===== config.mk =====
export PLATFORM = sky130hd
export DESIGN_NAME = tqm_isqrt
export DESIGN_NICKNAME = d
export VERILOG_FILES = /design/src/rtl/core/tqm_pkg.sv /design/src/rtl/core/tqm_isqrt.sv
export SDC_FILE = /design/constraint.sdc
export NUM_CORES = 2
export LEC_CHECK = 0
export BUFFER_PORTS_ARGS = -buffer_cell sky130_fd_sc_hd__buf_4
export CAP_MARGIN = 20
export CORE_UTILIZATION = 41
export CTS_CLUSTER_DIAMETER = 200
export DETAILED_ROUTE_END_ITERATION = 10
export HOLD_SLACK_MARGIN = 0.08
export SYNTH_ARGS = -nofsm -noshare
export SYNTH_HDL_FRONTEND = slang
export SYNTH_SLANG_ARGS = --single-unit

===== constraint.sdc =====
create_clock -name clock -period 6.1 [get_ports clock]
set_clock_uncertainty 0.2 [all_clocks]
set_input_delay 0.305 -clock clock [delete_from_list [all_inputs] [get_ports clock]]
set_output_delay 0.305 -clock clock [all_outputs]
set_load 0.005 [all_outputs]

===== src/rtl/core/tqm_pkg.sv =====
// tqm_pkg: item types and fixed field widths for the tetrahedron quality metric
// no dependencies; used by every module under rtl/core
`default_nettype none
package tqm_pkg;

   localparam int COORD_W = 16;
   localparam int SIXV_W  = 55;
   localparam int QUAL_W  = 47;

   typedef struct packed {
      logic signed [COORD_W-1:0] v0_x;
      logic signed [COORD_W-1:0] v0_y;
      logic signed [COORD_W-1:0] v0_z;
      logic signed [COORD_W-1:0] v1_x;
      logic signed [COORD_W-1:0] v1_y;
      logic signed [COORD_W-1:0] v1_z;
      logic signed [COORD_W-1:0] v2_x;
      logic signed [COORD_W-1:0] v2_y;
      logic signed [COORD_W-1:0] v2_z;
      logic signed [COORD_W-1:0] v3_x;
      logic signed [COORD_W-1:0] v3_y;
      logic signed [COORD_W-1:0] v3_z;
   } req_type;

   typedef struct packed {
      logic [SIXV_W-1:0] six_volume;
      logic [QUAL_W-1:0] quality;
      logic              degenerate;
   } rsp_type;

endpackage
`default_nettype wire


===== src/rtl/core/tqm_isqrt.sv =====
// tqm_isqrt: pipelined integer square root, one root bit per stage
// depends on tqm_pkg; carries the triple product alongside
`default_nettype none
module tqm_isqrt #(
   parameter int ROOT_W = 19
) (
   input  wire logic                      clock,
   input  wire logic                      reset,
   input  wire logic                      in_valid,
   input  wire logic [2*ROOT_W-1:0]       in_sum,
   input  wire logic [tqm_pkg::SIXV_W-1:0] in_top,
   output logic                           out_valid,
   output logic [ROOT_W-1:0]              out_root,
   output logic [tqm_pkg::SIXV_W-1:0]     out_top
);
   localparam int XW   = 2*ROOT_W;
   localparam int REMW = ROOT_W + 2;

   logic [XW-1:0]               x_src    [0:ROOT_W-1];
   logic [REMW-1:0]             rem_src  [0:ROOT_W-1];
   logic [ROOT_W-1:0]           root_src [0:ROOT_W-1];
   logic [tqm_pkg::SIXV_W-1:0]  top_src  [0:ROOT_W-1];
   logic                        val_src  [0:ROOT_W-1];

   logic [XW-1:0]               x_in    [0:ROOT_W-1];
   logic [REMW-1:0]             rem_in  [0:ROOT_W-1];
   logic [ROOT_W-1:0]           root_in [0:ROOT_W-1];

   logic [XW-1:0]               x_ff    [0:ROOT_W-1];
   logic [REMW-1:0]             rem_ff  [0:ROOT_W-1];
   logic [ROOT_W-1:0]           root_ff [0:ROOT_W-1];
   logic [tqm_pkg::SIXV_W-1:0]  top_ff  [0:ROOT_W-1];
   logic                        val_ff  [0:ROOT_W-1];

   always_comb begin
      x_src[0]    = in_sum;
      rem_src[0]  = '0;
      root_src[0] = '0;
      top_src[0]  = in_top;
      val_src[0]  = in_valid;
      for (int k = 1; k < ROOT_W; k++) begin
         x_src[k]    = x_ff[k-1];
         rem_src[k]  = rem_ff[k-1];
         root_src[k] = root_ff[k-1];
         top_src[k]  = top_ff[k-1];
         val_src[k]  = val_ff[k-1];
      end
   end

   // restoring digit step: bring down two bits, try 4*root+1
   always_comb begin
      for (int k = 0; k < ROOT_W; k++) begin
         logic [REMW-1:0] rem_sh;
         logic [REMW-1:0] trial;
         logic            ge;
         rem_sh     = {rem_src[k][ROOT_W-1:0], x_src[k][XW-1 -: 2]};
         trial      = {root_src[k], 2'b01};
         ge         = (rem_sh >= trial);
         rem_in[k]  = ge ? (rem_sh - trial) : rem_sh;
         root_in[k] = {root_src[k][ROOT_W-2:0], ge};
         x_in[k]    = x_src[k] << 2;
      end
   end

   always_ff @(posedge clock) begin
      if (reset) begin
         for (int k = 0; k < ROOT_W; k++) begin
            val_ff[k] <= 1'b0;
         end
      end else begin
         val_ff <= val_src;
      end
   end

   always_ff @(posedge clock) begin
      x_ff    <= x_in;
      rem_ff  <= rem_in;
      root_ff <= root_in;
      top_ff  <= top_src;
   end

   assign out_valid = val_ff[ROOT_W-1];
   assign out_root  = root_ff[ROOT_W-1];
   assign out_top   = top_ff[ROOT_W-1];

endmodule
`default_nettype wire


==> metrics.md <==
| Metric | Value |
|---|---|
| Flop2flop setup slack | `approximately 2900 ps` |
| DP HPWL | `roughly 55,000 um` |
| Cell total after placement | `~6k` |
| Fillcell total | `11.23k` |
| Drt via density | `4.446` |
| Worst-Margin Slew | `1089 ps` |
| Worst Path Required | `approximately 6500 ps` |
| Hold Vio Cnt, Final | `0` |
| Via count | `just under 30k` |
| Slew HR | `0.2742` |
| Clock buffers created by TritonCTS | `182` |
| Initial Util | `0.4133` |
| Worst Hold Slack | `81.45 ps` |
| I/O pin total | `171` |
| DRC violations left | `0` |
| Crit path max-delay family | `simple AND/OR/NAND/NOR gates` |
| Cell variety after synth | `just over 90` |
| Sequential fraction of the synthesis area | `0.7157` |
| Row count | `132` |
| DIE AREA | `132,200 um2` |
| Die width | `between 300 and 400 um` |
| Setup Fix Bufs, Post-CTS | `0` |
| GR Util met2 | `0.2112` |
| Cell area after synthesis | `around 54,000 um2` |
| TNS Setup | `0 ps` |
| Area occupied by multi-input gates | `between 10,000 and 15,000 um2` |
| Clock-pin slew on the worst setup and hold paths | `60 ps` |
| Sink of the worst hold path | `top_ff[911]$_DFF_P_` |
| Post-synth EDFFs | `0` |
| Layout cells sized above 1 | `0.1238` |
| Fmax | `between 0.3 and 0.4 GHz` |
| WL final | `roughly 83,000 um` |
| Worst-Skew Late Latency | `around 800 ps` |
| Layout area overhead | `20.61%` |
| CP startpoint kind | `flop` |
| Initial antenna violation count | `0` |
| Peak VDD IR | `around 0.00028 V` |
| Register area | `between 30,000 and 40,000 um2` |
| CP max-delay cell | `a21oi_2` |
| Hold path start | `top_ff[966]$_DFF_P_` |
| CP Cell Sequence | `inv_1 > ha_1 > o21a_1 > o22ai_1 > or3_1 > a21oi_2 > or2_2 > mux2_2` |
| Reg-to-reg startpoint | `root_ff[152]$_DFF_P_` |
| Pwr/cell area | `between 400 and 500 nW/um2` |
| Status | `finished clean` |
| GR Util met1 | `0.1526` |
| Worst path max stage delay | `~440 ps` |
| Crit path max fanout | `14` |
| Largest net degree at the start of global routing | `34` |
| Tot GR Track Use | `0.1266` |
| P_leak | `between 20 and 30 nW` |
| Synth warn | `0` |
| Vias in the first global route | `between 20k and 30k` |
| Buffers & Inverters on Critical Path | `1` |
| Max-slew violations | `0` |
| DRT Pass-1 Iters | `5` |
| Wire length per cell | `approximately 13 um` |
| Hold buffers post-CTS | `193` |
| Routability congestion estimate | `0.8725` |
| Fin nets | `around 5.0k` |
| Syn Nets | `about 4.5k` |
| Hold path depth | `0` |
| Gates resized, CTS repair | `0` |
| Tcrit/Tclk final | `0.5247` |
| #FFs+latches synth | `around 1.9k` |
| Clk buf depth | `3` |
| RSZ-0062 raised after global routing | `no` |
| Async SR Flop Fraction | `0` |
| First-pass GRT wire length | `between 100,000 and 150,000 um` |
| Post-Syn Instances | `4,216` |
| CORE AREA | `around 130,000 um2` |
| Sink Count | `1,916` |
| Met3 Resource Use GR | `0.03057` |
| Post-DRT Antenna Nets | `0` |
| Setup crit end kind | `flop` |
| Min cycle time layout | `~3200 ps` |
| Fin cells | `between 6k and 7k` |
| DRT iter0 DRCs | `between 1k and 1.5k` |
| Worst Hold Class | `reg2reg` |
| Kind of critical path | `reg2reg` |
| Total gr overflow | `0` |
| CTS tree | `yes` |
| Avg Cell Area, Syn | `about 13 um2` |
| Max-cap violations | `0` |
| WP data arrival | `about 3600 ps` |
| Most Used Layer, Global Route | `met2` |
| Final setup fails | `0` |
| Root buf cell | `clkbuf_16` |
| Main flop type after synthesis | `dfxtp_1` |
| Buffers on Ports | `170` |
| Utilization after layout | `0.4985` |
| R2R depth | `8` |
| H-tree depth | `4` |
| Die height | `~360 um` |
| Critical R2R Capture | `rem_ff[156]$_DFF_P_` |
per-stage QoR:
stage	worst slack (ps)	cell area [um2]	power [W]
after global placement	2924	56340	0.01812
after floorplan	3326	53590	0.01721
after detailed placement	2935	56350	0.01815
after CTS	2900	64620	0.02979
final	2899	64640	0.02935
after global routing	2688	64630	0.03087
registers in the layout, summed over array words and instances, names as in the netlist:
name       cells
top_ff       990
x_ff         342
rem_ff       320
root_ff      171
out_top       55
out_root      19
val_ff        18
out_valid      1
cell usage after synthesis, drive strengths merged, types with 7 or more instances:
cell	instances	area share
a2111oi	8	0.0014
a211o	7	0.0011
a211oi	29	0.0041
a21boi	9	0.0013
a21o	42	0.0059
a21oi	187	0.018
a31o	9	0.0015
a31oi	11	0.0013
and2	16	0.0019
and3	13	0.0015
buf	92	0.012
clkbuf	34	0.0024
dfxtp	1916	0.72
ha	210	0.049
inv	272	0.019
mux2	60	0.013
mux2i	13	0.0024
nand2	149	0.010
nand2b	26	0.0032
nand3	59	0.0056
nand3b	10	0.0014
nand4	42	0.0049
nand4b	12	0.0020
nor2	202	0.014
nor2b	40	0.0047
nor3	75	0.0071
nor3b	10	0.0014
nor4	29	0.0037
o211ai	29	0.0043
o21a	46	0.0064
o21ai	128	0.012
o21bai	9	0.0013
o22ai	13	0.0016
o31a	12	0.0020
o31ai	26	0.0037
o41ai	7	0.0011
or2	13	0.0015
or3	26	0.0032
or4	30	0.0043
xnor2	130	0.021
xor2	92	0.015
final cells by class:
cell class,count,area share
antenna,1,0.00003872
clock buffer,247,0.07888
clock inverter,90,0.01914
inverter,273,0.01585
multi-input combinational,1901,0.2081
sequential,1916,0.5934
tap,1742,0.03372
timing repair buffer,372,0.05085
power breakdown:
part | leakage (nW) | total, W | switching [W] | internal, W
clock network | 3.05 | 0.0113 | 0.00477 | 0.00657
logic | 9.58 | 0.00339 | 0.00174 | 0.00165
registers | 16.1 | 0.0146 | 0.000752 | 0.0139
per-layer routing:
| layer | up-vias | routed length (um) | part of all wire |
|---|---|---|---|
| li1 | 14989 | - | - |
| met1 | 13303 | 37600 | 0.45 |
| met2 | 567 | 38950 | 0.47 |
| met3 | 226 | 3758 | 0.045 |
| met4 | 0 | 3045 | 0.037 |
| met5 | - | 0 | 0 |
cell usage in the layout, fill, tap and decap left out, drive strengths merged, types with 12 or more instances in the layout:
master       Yosys  layout
ha             210     210
clkbuf          34     247
nand2b          26      26
dfxtp         1916    1916
clkinv           1      55
and3            13      13
nor2           202     202
a21oi          187     187
o21ai          128     128
nand4           42      42
a211oi          29      29
and2            16      16
mux2i           13      13
buf             92     179
or4             30      30
clkinvlp         0      14
xnor2          130     130
xor2            92      92
or2             13      13
nor4            29      29
o22ai           13      13
a21o            42      42
or3             26      26
nand4b          12      12
o211ai          29      29
inv            272     280
nor2b           40      40
nor3            75      75
o31ai           26      26
mux2            60      60
nand2          149     149
bufinv           0      14
nand3           59      59
dlygate4sd3      0     193
o21a            46      46
o31a            12      12
cells by family after synthesis:
group           after synthesis  synth area share
other cells                   1        0.00006998
flops                      1916            0.7157
compound gates              628           0.07644
mux                          73           0.01504
simple gates                767           0.07355
xor+xnor                    222           0.03642
fa+ha+maj                   210           0.04903
buf+inv                     399           0.03371
how the worst max path moves through the flow:
stage | from | endpoint | slack (ps) | cells after the start
6_report | root_ff[152]$_DFF_P_ | rem_ff[156]$_DFF_P_ | 2900 | 8
5_1_grt | root_ff[125]$_DFF_P_ | rem_ff[123]$_DFF_P_ | 2690 | 9
4_1_cts | root_ff[154]$_DFF_P_ | rem_ff[156]$_DFF_P_ | 2900 | 8
3_5_place_dp | root_ff[152]$_DFF_P_ | rem_ff[156]$_DFF_P_ | 2930 | 8
3_3_place_gp | root_ff[152]$_DFF_P_ | rem_ff[156]$_DFF_P_ | 2920 | 8
2_1_floorplan | root_ff[152]$_DFF_P_ | rem_ff[154]$_DFF_P_ | 3330 | 10
Power figures use the tool's default switching activity.
